--- src/design/mstt_pkg.sv ---
// mstt_pkg: shared types and constants of the multi-slot timer table
// request kinds, result status codes, controller states, command and status structs
// no dependencies

package mstt_pkg;

   localparam logic [1:0] KIND_TICK       = 2'd0;
   localparam logic [1:0] KIND_START      = 2'd1;
   localparam logic [1:0] KIND_CANCEL     = 2'd2;
   localparam logic [1:0] KIND_CANCEL_ALL = 2'd3;

   localparam logic [1:0] STATUS_OK      = 2'd0;
   localparam logic [1:0] STATUS_NO_FREE = 2'd1;
   localparam logic [1:0] STATUS_BAD     = 2'd2;

   localparam logic       UNITS_MS  = 1'b0;
   localparam logic [7:0] NO_TIMER  = 8'hFF;

   localparam int MS_PER_SEC  = 1000;
   localparam int RECIP_SHIFT = 24;
   localparam int TICK_W      = 16;

   typedef enum logic [2:0] {
      ST_IDLE,
      ST_DIV_MUL,
      ST_DIV_QUO,
      ST_DIV_FIX,
      ST_SCAN,
      ST_EMIT,
      ST_SINGLE
   } state_type;

   typedef struct packed {
      logic load;
      logic tick_go;
      logic scan;
      logic emit;
      logic single;
   } cmd_type;

   typedef struct packed {
      logic paused;
      logic scan_last;
      logic scan_hits;
      logic hit_single;
      logic out_free;
   } sts_type;

endpackage

--- src/design/multi_slot_timer_table.sv ---
// multi_slot_timer_table: top level of the timer slot table
// ties the controller to the datapath; depends on mstt_pkg, mstt_ctrl, mstt_datapath
//
//   channel  | direction | handshake           | payload
//   ---------+-----------+---------------------+--------------------------------------------
//   req      | in        | req_valid/req_ready | kind, period_units, period_amount,
//            |           |                     | periodic, target_slot
//   rsp      | out       | rsp_valid/rsp_ready | status, slot, expired, last,
//            |           |                     | active_count, tick_count
//
// one request at a time; req_ready is high only while the controller is idle
// tick: a slot scan with one ram read per slot, then one result beat per expired slot;
//   a paused tick gives no result beat and leaves the counter as it is
// start: runs the three-stage ms-to-tick conversion before its result beat; cancel: no conversion
// a result beat waits in the output register; a stalled rsp holds the next beat back
// synchronous reset clears the active bits, counter and pause flag; no clearing pass

module multi_slot_timer_table #(
   parameter int SLOTS   = 16,
   parameter int TICK_MS = 5
) (
   input  logic        clock,
   input  logic        reset,
   input  logic        req_valid,
   output logic        req_ready,
   input  logic [1:0]  req_kind,
   input  logic        req_period_units,
   input  logic [15:0] req_period_amount,
   input  logic        req_periodic,
   input  logic [7:0]  req_target_slot,
   output logic        rsp_valid,
   input  logic        rsp_ready,
   output logic [1:0]  rsp_status,
   output logic [3:0]  rsp_slot,
   output logic        rsp_expired,
   output logic        rsp_last,
   output logic [4:0]  rsp_active_count,
   output logic [15:0] rsp_tick_count
);

   mstt_pkg::cmd_type cmd;
   mstt_pkg::sts_type sts;

   mstt_ctrl u_ctrl (
      .clock     (clock),
      .reset     (reset),
      .req_valid (req_valid),
      .req_ready (req_ready),
      .req_kind  (req_kind),
      .sts       (sts),
      .cmd       (cmd)
   );

   mstt_datapath #(
      .SLOTS   (SLOTS),
      .TICK_MS (TICK_MS)
   ) u_datapath (
      .clock             (clock),
      .reset             (reset),
      .cmd               (cmd),
      .sts               (sts),
      .req_kind          (req_kind),
      .req_period_units  (req_period_units),
      .req_period_amount (req_period_amount),
      .req_periodic      (req_periodic),
      .req_target_slot   (req_target_slot),
      .rsp_ready         (rsp_ready),
      .rsp_valid         (rsp_valid),
      .rsp_status        (rsp_status),
      .rsp_slot          (rsp_slot),
      .rsp_expired       (rsp_expired),
      .rsp_last          (rsp_last),
      .rsp_active_count  (rsp_active_count),
      .rsp_tick_count    (rsp_tick_count)
   );

endmodule

--- src/design/mstt_ram.sv ---
// mstt_ram: generic single write port, single read port ram with registered read
// used for the slot mode, period and expiry store; no dependencies

module mstt_ram #(
   parameter int WIDTH = 33,
   parameter int DEPTH = 16,
   localparam int AW = (DEPTH > 1) ? $clog2(DEPTH) : 1
) (
   input  logic                 clock,
   input  logic                 wr_en,
   input  logic [AW-1:0]        wr_addr,
   input  logic [WIDTH-1:0]     wr_data,
   input  logic                 rd_en,
   input  logic [AW-1:0]        rd_addr,
   output logic [WIDTH-1:0]     rd_data
);

   logic [WIDTH-1:0] mem_ff [DEPTH];
   logic [WIDTH-1:0] rd_data_ff;

   always_ff @(posedge clock) begin
      if (wr_en) begin
         mem_ff[wr_addr] <= wr_data;
      end
      if (rd_en) begin
         rd_data_ff <= mem_ff[rd_addr];
      end
   end

   assign rd_data = rd_data_ff;

endmodule

--- src/design/mstt_ctrl.sv ---
// mstt_ctrl: controller state machine of the timer table
// sequences request accept, period conversion, slot scan and result beats
// depends on mstt_pkg

module mstt_ctrl (
   input  logic              clock,
   input  logic              reset,
   input  logic              req_valid,
   output logic              req_ready,
   input  logic [1:0]        req_kind,
   input  mstt_pkg::sts_type sts,
   output mstt_pkg::cmd_type cmd
);

   mstt_pkg::state_type state_ff, state_in;

   always_ff @(posedge clock) begin
      if (reset) begin
         state_ff <= mstt_pkg::ST_IDLE;
      end else begin
         state_ff <= state_in;
      end
   end

   always_comb begin
      state_in  = state_ff;
      cmd       = '0;
      req_ready = (state_ff == mstt_pkg::ST_IDLE);
      case (state_ff)
         mstt_pkg::ST_IDLE: begin
            if (req_valid) begin
               cmd.load = 1'b1;
               case (req_kind)
                  mstt_pkg::KIND_TICK: begin
                     if (!sts.paused) begin
                        cmd.tick_go = 1'b1;
                        state_in    = mstt_pkg::ST_SCAN;
                     end
                  end
                  mstt_pkg::KIND_START: state_in = mstt_pkg::ST_DIV_MUL;
                  default:              state_in = mstt_pkg::ST_SINGLE;
               endcase
            end
         end
         mstt_pkg::ST_DIV_MUL: state_in = mstt_pkg::ST_DIV_QUO;
         mstt_pkg::ST_DIV_QUO: state_in = mstt_pkg::ST_DIV_FIX;
         mstt_pkg::ST_DIV_FIX: state_in = mstt_pkg::ST_SINGLE;
         mstt_pkg::ST_SCAN: begin
            cmd.scan = 1'b1;
            if (sts.scan_last) begin
               state_in = sts.scan_hits ? mstt_pkg::ST_EMIT : mstt_pkg::ST_IDLE;
            end
         end
         mstt_pkg::ST_EMIT: begin
            if (sts.out_free) begin
               cmd.emit = 1'b1;
               if (sts.hit_single) begin
                  state_in = mstt_pkg::ST_IDLE;
               end
            end
         end
         mstt_pkg::ST_SINGLE: begin
            if (sts.out_free) begin
               cmd.single = 1'b1;
               state_in   = mstt_pkg::ST_IDLE;
            end
         end
         default: state_in = mstt_pkg::ST_IDLE;
      endcase
   end

endmodule

--- src/design/mstt_datapath.sv ---
// mstt_datapath: slot table, tick counter, period conversion and result register
// holds active bits in flops and mode, period and expiry in one mstt_ram
// depends on mstt_pkg and mstt_ram

module mstt_datapath #(
   parameter int SLOTS   = 16,
   parameter int TICK_MS = 5
) (
   input  logic              clock,
   input  logic              reset,
   input  mstt_pkg::cmd_type cmd,
   output mstt_pkg::sts_type sts,
   input  logic [1:0]        req_kind,
   input  logic              req_period_units,
   input  logic [15:0]       req_period_amount,
   input  logic              req_periodic,
   input  logic [7:0]        req_target_slot,
   input  logic              rsp_ready,
   output logic              rsp_valid,
   output logic [1:0]        rsp_status,
   output logic [3:0]        rsp_slot,
   output logic              rsp_expired,
   output logic              rsp_last,
   output logic [4:0]        rsp_active_count,
   output logic [15:0]       rsp_tick_count
);

   localparam int IDXW  = (SLOTS > 1) ? $clog2(SLOTS) : 1;
   localparam int CNTW  = $clog2(SLOTS + 1);
   localparam int TW    = mstt_pkg::TICK_W;
   localparam int RECW  = mstt_pkg::RECIP_SHIFT + 1;
   localparam int PRODW = RECW + TW;
   localparam int REMW  = TW + 10;
   localparam int WORDW = 1 + TW + TW;
   localparam logic [RECW-1:0] RECIP =
      RECW'((64'd1 << mstt_pkg::RECIP_SHIFT) / TICK_MS);
   localparam logic [TW-1:0] SEC_MULT = TW'(mstt_pkg::MS_PER_SEC / TICK_MS);
   localparam logic [TW-1:0] TICK_LEN = TW'(TICK_MS);
   localparam logic [7:0]    SLOTS_B  = 8'(SLOTS);

   // request latch
   logic [1:0]       kind_ff, kind_in;
   logic             units_ff, units_in;
   logic [TW-1:0]    amt_ff, amt_in;
   logic             mode_ff, mode_in;
   logic [7:0]       target_ff, target_in;

   // period conversion pipe
   logic [PRODW-1:0] prod_ff, prod_in;
   logic [TW-1:0]    quo_ff, quo_in;
   logic [TW-1:0]    period_ff, period_in;

   // table state
   logic [SLOTS-1:0] active_ff, active_in;
   logic [SLOTS-1:0] hits_ff, hits_in;
   logic [IDXW-1:0]  idx_ff, idx_in;
   logic [CNTW-1:0]  cnt_ff, cnt_in;
   logic [TW-1:0]    counter_ff, counter_in;
   logic             paused_ff, paused_in;

   // result register
   logic             rsp_valid_ff, rsp_valid_in;
   logic [1:0]       rsp_status_ff, rsp_status_in;
   logic [3:0]       rsp_slot_ff, rsp_slot_in;
   logic             rsp_expired_ff, rsp_expired_in;
   logic             rsp_last_ff, rsp_last_in;
   logic [4:0]       rsp_active_ff, rsp_active_in;
   logic [TW-1:0]    rsp_tick_ff, rsp_tick_in;

   logic [REMW-1:0]  quo_by_len;
   logic [REMW-1:0]  rem;
   logic [TW-1:0]    ms_period;
   logic [TW-1:0]    sec_period;

   logic             free_found;
   logic [IDXW-1:0]  free_idx;
   logic [IDXW-1:0]  hit_idx;
   logic             hit_single;
   logic             scan_last;
   logic             scan_hit;
   logic [CNTW-1:0]  cnt_next;
   logic [IDXW-1:0]  tgt_idx;

   logic             wr_en;
   logic [IDXW-1:0]  wr_addr;
   logic [WORDW-1:0] wr_data;
   logic             rd_en;
   logic [IDXW-1:0]  rd_addr;
   logic [WORDW-1:0] rd_data;
   logic             rd_periodic;
   logic [TW-1:0]    rd_period;
   logic [TW-1:0]    rd_expiry;

   mstt_ram #(
      .WIDTH (WORDW),
      .DEPTH (SLOTS)
   ) u_slot_ram (
      .clock   (clock),
      .wr_en   (wr_en),
      .wr_addr (wr_addr),
      .wr_data (wr_data),
      .rd_en   (rd_en),
      .rd_addr (rd_addr),
      .rd_data (rd_data)
   );

   assign rd_periodic = rd_data[WORDW-1];
   assign rd_period   = rd_data[2*TW-1:TW];
   assign rd_expiry   = rd_data[TW-1:0];

   assign scan_last = (idx_ff == IDXW'(SLOTS - 1));
   assign scan_hit  = active_ff[idx_ff] && (rd_expiry == counter_ff);
   assign rd_en     = cmd.tick_go | (cmd.scan & ~scan_last);
   assign rd_addr   = cmd.tick_go ? '0 : IDXW'(idx_ff + IDXW'(1));
   assign tgt_idx   = target_ff[IDXW-1:0];

   // milliseconds to ticks: reciprocal estimate, then one correction step
   assign prod_in    = PRODW'(amt_ff) * PRODW'(RECIP);
   assign quo_in     = prod_ff[mstt_pkg::RECIP_SHIFT +: TW];
   assign quo_by_len = REMW'(quo_ff) * REMW'(TICK_LEN);
   assign rem        = REMW'(amt_ff) - quo_by_len;
   assign ms_period  = (amt_ff < TICK_LEN) ? TW'(1)
                     : TW'(quo_ff + TW'(rem >= REMW'(TICK_LEN)));
   assign sec_period = amt_ff * SEC_MULT;
   assign period_in  = (units_ff == mstt_pkg::UNITS_MS) ? ms_period : sec_period;

   always_comb begin
      free_found = 1'b0;
      free_idx   = '0;
      hit_idx    = '0;
      for (int i = SLOTS - 1; i >= 0; i--) begin
         if (!active_ff[i]) begin
            free_found = 1'b1;
            free_idx   = IDXW'(i);
         end
         if (hits_ff[i]) begin
            hit_idx = IDXW'(i);
         end
      end
   end

   assign hit_single = ((hits_ff & (hits_ff - SLOTS'(1))) == '0);
   assign cnt_next   = active_ff[idx_ff] ? CNTW'(cnt_ff + CNTW'(1)) : cnt_ff;

   always_comb begin
      kind_in        = kind_ff;
      units_in       = units_ff;
      amt_in         = amt_ff;
      mode_in        = mode_ff;
      target_in      = target_ff;
      active_in      = active_ff;
      hits_in        = hits_ff;
      idx_in         = idx_ff;
      cnt_in         = cnt_ff;
      counter_in     = counter_ff;
      paused_in      = paused_ff;
      rsp_valid_in   = rsp_valid_ff & ~rsp_ready;
      rsp_status_in  = rsp_status_ff;
      rsp_slot_in    = rsp_slot_ff;
      rsp_expired_in = rsp_expired_ff;
      rsp_last_in    = rsp_last_ff;
      rsp_active_in  = rsp_active_ff;
      rsp_tick_in    = rsp_tick_ff;
      wr_en          = 1'b0;
      wr_addr        = idx_ff;
      wr_data        = {rd_periodic, rd_period, TW'(counter_ff + rd_period)};

      if (cmd.load) begin
         kind_in   = req_kind;
         units_in  = req_period_units;
         amt_in    = req_period_amount;
         mode_in   = req_periodic;
         target_in = req_target_slot;
      end

      if (cmd.tick_go) begin
         counter_in = TW'(counter_ff + TW'(1));
         idx_in     = '0;
         cnt_in     = '0;
         hits_in    = '0;
      end

      if (cmd.scan) begin
         cnt_in = cnt_next;
         if (scan_hit) begin
            hits_in[idx_ff] = 1'b1;
            if (rd_periodic) begin
               wr_en = 1'b1;
            end else begin
               active_in[idx_ff] = 1'b0;
            end
         end
         if (scan_last) begin
            if (cnt_next == '0) begin
               paused_in = 1'b1;
            end
         end else begin
            idx_in = IDXW'(idx_ff + IDXW'(1));
         end
      end

      if (cmd.emit) begin
         hits_in[hit_idx] = 1'b0;
         rsp_valid_in     = 1'b1;
         rsp_status_in    = mstt_pkg::STATUS_OK;
         rsp_slot_in      = 4'(hit_idx);
         rsp_expired_in   = 1'b1;
         rsp_last_in      = hit_single;
         rsp_active_in    = 5'(cnt_ff);
         rsp_tick_in      = counter_ff;
      end

      if (cmd.single) begin
         rsp_valid_in   = 1'b1;
         rsp_status_in  = mstt_pkg::STATUS_OK;
         rsp_slot_in    = '0;
         rsp_expired_in = 1'b0;
         rsp_last_in    = 1'b1;
         rsp_active_in  = '0;
         rsp_tick_in    = counter_ff;
         case (kind_ff)
            mstt_pkg::KIND_START: begin
               if (free_found) begin
                  active_in[free_idx] = 1'b1;
                  paused_in           = 1'b0;
                  wr_en               = 1'b1;
                  wr_addr             = free_idx;
                  wr_data             = {mode_ff, period_ff, TW'(counter_ff + period_ff)};
                  rsp_slot_in         = 4'(free_idx);
               end else begin
                  rsp_status_in = mstt_pkg::STATUS_NO_FREE;
               end
            end
            mstt_pkg::KIND_CANCEL: begin
               if (target_ff == mstt_pkg::NO_TIMER) begin
                  rsp_status_in = mstt_pkg::STATUS_OK;
               end else if (target_ff >= SLOTS_B) begin
                  rsp_status_in = mstt_pkg::STATUS_BAD;
               end else if (active_ff[tgt_idx]) begin
                  active_in[tgt_idx] = 1'b0;
                  rsp_slot_in        = 4'(target_ff);
               end else begin
                  rsp_status_in = mstt_pkg::STATUS_BAD;
                  rsp_slot_in   = 4'(target_ff);
               end
            end
            mstt_pkg::KIND_CANCEL_ALL: begin
               active_in = '0;
            end
            default: begin
               rsp_status_in = mstt_pkg::STATUS_OK;
            end
         endcase
      end
   end

   always_ff @(posedge clock) begin
      if (reset) begin
         active_ff    <= '0;
         counter_ff   <= '0;
         paused_ff    <= 1'b0;
         rsp_valid_ff <= 1'b0;
      end else begin
         active_ff    <= active_in;
         counter_ff   <= counter_in;
         paused_ff    <= paused_in;
         rsp_valid_ff <= rsp_valid_in;
      end
   end

   always_ff @(posedge clock) begin
      kind_ff        <= kind_in;
      units_ff       <= units_in;
      amt_ff         <= amt_in;
      mode_ff        <= mode_in;
      target_ff      <= target_in;
      prod_ff        <= prod_in;
      quo_ff         <= quo_in;
      period_ff      <= period_in;
      hits_ff        <= hits_in;
      idx_ff         <= idx_in;
      cnt_ff         <= cnt_in;
      rsp_status_ff  <= rsp_status_in;
      rsp_slot_ff    <= rsp_slot_in;
      rsp_expired_ff <= rsp_expired_in;
      rsp_last_ff    <= rsp_last_in;
      rsp_active_ff  <= rsp_active_in;
      rsp_tick_ff    <= rsp_tick_in;
   end

   assign sts.paused     = paused_ff;
   assign sts.scan_last  = scan_last;
   assign sts.scan_hits  = (|hits_ff) | scan_hit;
   assign sts.hit_single = hit_single;
   assign sts.out_free   = ~rsp_valid_ff | rsp_ready;

   assign rsp_valid        = rsp_valid_ff;
   assign rsp_status       = rsp_status_ff;
   assign rsp_slot         = rsp_slot_ff;
   assign rsp_expired      = rsp_expired_ff;
   assign rsp_last         = rsp_last_ff;
   assign rsp_active_count = rsp_active_ff;
   assign rsp_tick_count   = rsp_tick_ff;

   // a result is loaded only when the output register can take it
   assert property (@(posedge clock) disable iff (reset)
      (cmd.emit || cmd.single) |-> (~rsp_valid_ff || rsp_ready))
      else $error("result loaded over a pending beat");

   // an expiry beat always has a pending hit behind it
   assert property (@(posedge clock) disable iff (reset)
      cmd.emit |-> (hits_ff != '0))
      else $error("expiry beat with no hit recorded");

   // the tick counter moves only on an unpaused tick
   assert property (@(posedge clock) disable iff (reset)
      !cmd.tick_go |=> (counter_ff == $past(counter_ff)))
      else $error("tick counter moved without a tick");

   // a successful start claims exactly one more slot
   assert property (@(posedge clock) disable iff (reset)
      (cmd.single && (kind_ff == mstt_pkg::KIND_START) && free_found)
      |=> ($countones(active_ff) == $past($countones(active_ff)) + 1))
      else $error("start did not claim a slot");

endmodule
--- config.mk ---
export PLATFORM = sky130hd
export DESIGN_NAME = multi_slot_timer_table
export DESIGN_NICKNAME = d
export VERILOG_FILES = /design/src/design/mstt_pkg.sv /design/src/design/multi_slot_timer_table.sv /design/src/design/mstt_ram.sv /design/src/design/mstt_ctrl.sv /design/src/design/mstt_datapath.sv
export SDC_FILE = /design/constraint.sdc
export NUM_CORES = 1
export LEC_CHECK = 0
export BUFFER_PORTS_ARGS = -buffer_cell sky130_fd_sc_hd__buf_2
export CORE_ASPECT_RATIO = 0.6
export CORE_UTILIZATION = 30
export DETAILED_ROUTE_END_ITERATION = 10
export SETUP_SLACK_MARGIN = 0.1
export SLEW_MARGIN = 10
export SYNTH_ARGS = -nofsm -noshare
export SYNTH_HDL_FRONTEND = slang
export SYNTH_SLANG_ARGS = --single-unit
--- constraint.sdc ---
create_clock -name clock -period 17.35 [get_ports clock]
set_input_delay 2.6025 -clock clock [delete_from_list [all_inputs] [get_ports clock]]
set_output_delay 2.6025 -clock clock [all_outputs]
set_load 0.05 [all_outputs]
==> run summary, run 1 <==
Outcome: finished clean
Routed met3 length: 11180 um
Final number of max-transition violations: 0
Post-synthesis cell type with the largest combined area: edfxtp_1
Die area: 0.1247 mm2
Mapped cell area: 0.03697 mm2
Kind of launch point of the worst setup path: register
Horizontal extent of the die: 455.2 um
Clock Latency Late Sink: 0.67 ns
Number of enable-type register cells in the synthesized netlist: 616
Initial DRT Pass Iterations: 6
# diodes: 0
FF+latch count, synth: 724
Post-CTS resize count: 0
Fin cells: 4743
Post-CTS Setup Bufs: 0
Post-Synth Adder-Cell Area: 11.39%
Source of the worst register-to-register timing path: u_datapath.quo_ff[1]$_DFF_P_
Compound-cell area share of the yosys netlist: 11.92%
Gr ovfl total: 0
Worst setup path class: register to register
Final antenna-violating net count: 0
Clock-pin slew of the registers on the worst-case setup and hold paths: 0.07 ns
Dpl cell area: 0.03912 mm2
Final Skew: 0.02027 ns
Number of buffer cells added on primary ports: 62
Share of post-route cells with drive strength above 1: 9.498%
Number of antenna violations at the first check in global routing: 1
Largest family of logic cells by synthesized area: compound AO/OA/AOI/OAI gates
Estimated wirelength of the detail-placed design: 66240 um
First-iteration detailed-routing DRC count: 2671
Synth top area share: 50.04%
Area growth from synthesis to layout: 11.28%
Met2 wire len: 38820 um
Final-layout setup total negative slack: 0 ns
Initial Util: 30.33%
Net count, final: 3399
Ys async rst share: 0%
Number of top-level design ports: 63
Via count of the first global-routing pass: 23308
Buffering stage count on the worst path with inverters included: 1
Routed wirelength normalized by instance count: 21.60 um
CTS tree: done
Number of cells after detailed placement: 4627
Clock root buffer: clkbuf_16
Depth of the most critical reg-to-reg path: 31
Critical R2R Capture: u_datapath.period_ff[13]$_DFF_P_
Wire length of the first global-routing pass: 152700 um
Via total after detailed routing: 25135
Drt drc: 0
Final Critical Period: 7.134 ns
Worst Setup End Kind: register
Number of hold-repair buffers added at the cts stage: 0
Detailed-routing wirelength on met1: 51180 um
Yosys Warn Count: 0
Setup slack of the most critical reg-to-reg path: 10.22 ns
Count of unique library cells instantiated by Yosys: 80
Mean cell area of the mapped netlist: 12.08 um2
Final period util: 41.12%
Top metal layer carrying routed signals: met4
Hold Startpoint: u_datapath.prod_ff[31]$_DFF_P_
Cell with the largest stage delay on the worst path: a211oi_1
Via-per-instance ratio: 5.299
Commonest cells after routing, fill and taps aside: edfxtp_1 (616), nand2_1 (294), ha_1 (219)
Most common library cell in the layout ignoring fill and taps: edfxtp_1
Number of cell rows: 99
Mux cell area share after synthesis: 2.951%
Design Area, Final: 0.04114 mm2
Overall track demand over capacity in global routing: 16.14%
Main area contributors after synthesis: edfxtp_1 (50%), ha_1 (7.4%), dfxtp_1 (5.8%)
CTS max path bufs: 3
Most common flop cell mapped by yosys: edfxtp_1
Crit path top cell by count: ha_1
RSZ-0062 raised after global routing: no
Total clock buffers created by CTS: 61
CP delay by family, top: compound AO/OA/AOI/OAI gates
Area fraction in and, or, nand and nor cells after synthesis: 11.69%
Arrival @ worst endpoint: 7.68 ns
Final setup violating endpoints: 0
Last weighted congestion value of the routability-driven placer: 0.9074
Net count after synthesis: 3385
Total number of clock tree sinks: 724
HP Class: register to register
Max incr delay on CP: 0.57 ns
Worst Path Required: 17.90 ns
Xor-xnor portion of the synthesized cell area: 2.440%
Number of cells on the worst hold path: 0
Number of stages on the worst setup path: 31
Max FO, Critical Path: 7
Clock H-tree levels: 2
Vertical die dimension: 273.9 um
Post-detailed-routing wire length: 102400 um
Slew Limit Headroom: 16.02%
Final number of hold-violating endpoints: 0
Worst slew pin tran: 1.251 ns
Cells after synthesis: 3061
Max-cap check violation count: 0
Final core occ: 33.75%
Seq/Total Area, Yosys: 55.89%
Maximum clock frequency: 140.2 MHz
Core area: 0.1219 mm2
Largest net degree at the start of global routing: 94
Hold worst-path end: u_datapath.quo_ff[7]$_DFF_P_
[logic make-up after synthesis]
| kind of cell | after synthesis |
|---|---|
| mux | 55 |
| fa+ha+maj | 293 |
| xor+xnor | 103 |
| compound gates | 687 |
| flops | 724 |
| simple gates | 860 |
| buf+inv | 339 |
[metrics by stage]
step	setup slack, ns	hold slack (ns)
after global routing	9.888	0.3347
after detailed placement	10.46	0.3121
after CTS	10.49	0.3278
after floorplan	10.77	0.3096
final	10.22	0.3283
after global placement	10.54	0.3103
[layer usage]
layer  track usage (%)  up-vias
met5                 0        -
met4             2.314        0
met3             4.732       99
met2             20.98     1063
met1             26.01    12522
li1                  -    11451
[cells in the mapped netlist, types with 43 or more instances]
cell and instances:
a211oi_1 78, a21oi_1 91, a31oi_1 76, and3_1 81, clkbuf_1 115, dfxtp_1 108, edfxtp_1 616, fa_1 73
ha_1 219, inv_1 180, mux4_2 43, nand2_1 296, nor2_1 130, o211ai_1 76, o21ai_0 209, or3_1 146
xnor2_1 61
[area by class of cell]
type	instances	area, um2
fill	12041	80750
clock buffer	67	1559
timing repair buffer	110	683.2
tap	1616	2022
multi-input combinational	1998	15090
sequential	724	20660
inverter	180	680.7
clock inverter	48	435.4
[worst max-delay path by stage]
stage,slack [ns],to,from
after floorplan,10.77,u_datapath.u_slot_ram.mem_ff[11][0]$_DFFE_PP_,rsp_ready
after global placement,10.54,u_datapath.u_slot_ram.rd_data[27]$_DFFE_PP_,req_valid
after detailed placement,10.46,u_datapath.u_slot_ram.rd_data[27]$_DFFE_PP_,req_valid
after CTS,10.49,u_datapath.period_ff[13]$_DFF_P_,u_datapath.quo_ff[1]$_DFF_P_
after global routing,9.89,u_datapath.period_ff[13]$_DFF_P_,u_datapath.quo_ff[1]$_DFF_P_
final,10.22,u_datapath.period_ff[13]$_DFF_P_,u_datapath.quo_ff[1]$_DFF_P_
[registers in the layout, summed over array words and instances, names as in the netlist, 8 cells and up]
name and count:
u_datapath.u_slot_ram.rd_data 33, u_datapath.amt_ff 16, u_datapath.target_ff 8, u_datapath.hits_ff 16, u_datapath.active_ff 16, u_datapath.counter_ff 16
u_datapath.prod_ff 14, u_datapath.quo_ff 14, u_datapath.rsp_tick_count 16, u_datapath.period_ff 16, u_datapath.u_slot_ram.mem_ff 528
Power of run 1 is not shown: default switching activity piles up to over one toggle a cycle in this logic, so the estimate is an artifact.
==> run 2, diff against run 1 <==
clock period = 7.2 ns   (was 17.35 ns; I/O delays follow)
==> run summary, run 2 (synthesis gave the netlist of run 1 again) <==
Number of cell rows: 99
Critical R2R Capture: u_datapath.period_ff[13]$_DFF_P_
Area growth from synthesis to layout: 11.42%
Final antenna-violating net count: 0
CTS max path bufs: 3
Gr ovfl total: 0
Hold Startpoint: u_datapath.prod_ff[34]$_DFF_P_
Kind of launch point of the worst setup path: register
CTS tree: done
Commonest cells after routing, fill and taps aside: edfxtp_1 (616), nand2_1 (294), ha_1 (219)
Design Area, Final: 0.04119 mm2
Final period util: 92.36%
Net count, final: 3401
Slew Limit Headroom: 18.89%
Hold worst-path end: u_datapath.quo_ff[10]$_DFF_P_
Flip-flop and latch area: 0.02066 mm2
Number of cells on the worst hold path: 0
Top reg by flops: u_datapath.u_slot_ram.mem_ff
Final Skew: 0.03428 ns
Last weighted congestion value of the routability-driven placer: 0.9165
Final number of max-transition violations: 0
Drt drc: 0
Maximum clock frequency: 150.4 MHz
Via total after detailed routing: 25398
Vertical die dimension: 273.9 um
Number of top-level design ports: 63
Number of antenna violations at the first check in global routing: 1
Post-CTS Setup Bufs: 0
Core area: 0.1219 mm2
Wire length of the first global-routing pass: 155000 um
HP Class: register to register
Via-per-instance ratio: 5.349
Total clock buffers created by CTS: 61
Final-layout setup total negative slack: 0 ns
Setup slack of the most critical reg-to-reg path: 0.55 ns
Max FO, Critical Path: 7
Overall track demand over capacity in global routing: 16.45%
Clock Latency Late Sink: 0.66 ns
Clock H-tree levels: 2
Crit path top cell by count: ha_1
Die area: 0.1247 mm2
Dpl cell area: 0.03917 mm2
First-iteration detailed-routing DRC count: 3154
Max incr delay on CP: 0.52 ns
Share of post-route cells with drive strength above 1: 9.556%
Final number of hold-violating endpoints: 0
Source of the worst register-to-register timing path: u_datapath.quo_ff[1]$_DFF_P_
Worst hold margin: 0.3268 ns
Worst setup path class: register to register
Initial Util: 30.33%
Via count of the first global-routing pass: 23296
Final core occ: 33.79%
Most common library cell in the layout ignoring fill and taps: edfxtp_1
Depth of the most critical reg-to-reg path: 31
Clock-pin slew of the registers on the worst-case setup and hold paths: 0.07 ns
Final Critical Period: 6.650 ns
Post-detailed-routing wire length: 104300 um
Worst slew pin tran: 1.217 ns
Number of buffer cells added on primary ports: 62
RSZ-0062 raised after global routing: no
Cell with the largest stage delay on the worst path: dfxtp_1
Fill cell instance count of the final layout: 11988
Arrival @ worst endpoint: 7.18 ns
Max-cap check violation count: 0
Largest net degree at the start of global routing: 142
Total number of clock tree sinks: 724
Outcome: finished clean
Final setup violating endpoints: 0
Estimated wirelength of the detail-placed design: 66050 um
Worst Setup End Kind: register
Horizontal extent of the die: 455.2 um
Clock root buffer: clkbuf_16
Multi-input gate area in the final layout: 0.01510 mm2
Initial DRT Pass Iterations: 6
Routed wirelength normalized by instance count: 21.96 um
Worst Path Required: 7.73 ns
Max FFs per register: 528
==> run 2: area by class of cell <==
class / instances / area share (%)
diodes: 3 / 0.01823
repair buffers: 112 / 1.725
flip-flops and latches: 724 / 50.17
well taps: 1616 / 4.909
clock buffers: 77 / 3.952
multi-input cells: 1998 / 36.65
clock inverters: 38 / 0.9235
inverters: 180 / 1.652
==> run 2: timing repair <==
item,in CTS,in global routing
setup endpoints to repair,0,1
hold buffers,0,0
resized for setup,0,1
==> run 2: worst max path at each step <==
| stage | endpoint | from | depth (start not counted) | slack, ns |
|---|---|---|---|---|
| 2_1_floorplan | u_datapath.prod_ff[32]$_DFF_P_ | u_datapath.amt_ff[5]$_DFFE_PP_ | 18 | 1.64 |
| 6_report | u_datapath.period_ff[13]$_DFF_P_ | u_datapath.quo_ff[1]$_DFF_P_ | 31 | 0.55 |
| 4_1_cts | u_datapath.period_ff[13]$_DFF_P_ | u_datapath.quo_ff[1]$_DFF_P_ | 31 | 0.62 |
| 5_1_grt | u_datapath.period_ff[13]$_DFF_P_ | u_datapath.quo_ff[1]$_DFF_P_ | 31 | 0.21 |
| 3_5_place_dp | u_datapath.period_ff[13]$_DFF_P_ | u_datapath.quo_ff[1]$_DFF_P_ | 31 | 0.66 |
| 3_3_place_gp | u_datapath.period_ff[13]$_DFF_P_ | u_datapath.quo_ff[1]$_DFF_P_ | 31 | 0.94 |
==> run 2: metrics by stage <==
step	std cells	setup WS (ns)
finish	4748	0.5498
CTS	4745	0.6160
global route	4745	0.2142
floorplan	3061	1.639
detailed placement	4630	0.6617
global placement	4630	0.9393
==> run 2: critical path: cells and delay by family (launching register included) <==
kind / cells / cell delay (ns)
fa+ha+maj: 5 / 1.41
xor+xnor: 2 / 0.23
buf+inv: 1 / 0.07
compound gates: 11 / 2.28
flops: 1 / 0.52
simple gates: 12 / 2.01
==> run 2: layer usage <==
layer / share of wire, % / global-route usage, % / vias to the layer above
met4: 1.1 / 2.022 / 0
met5: 0 / 0 / -
li1: - / - / 11479
met3: 11 / 4.482 / 99
met2: 38 / 21.40 / 1125
met1: 49 / 26.87 / 12695
Power of run 2 is left out for the same reason.
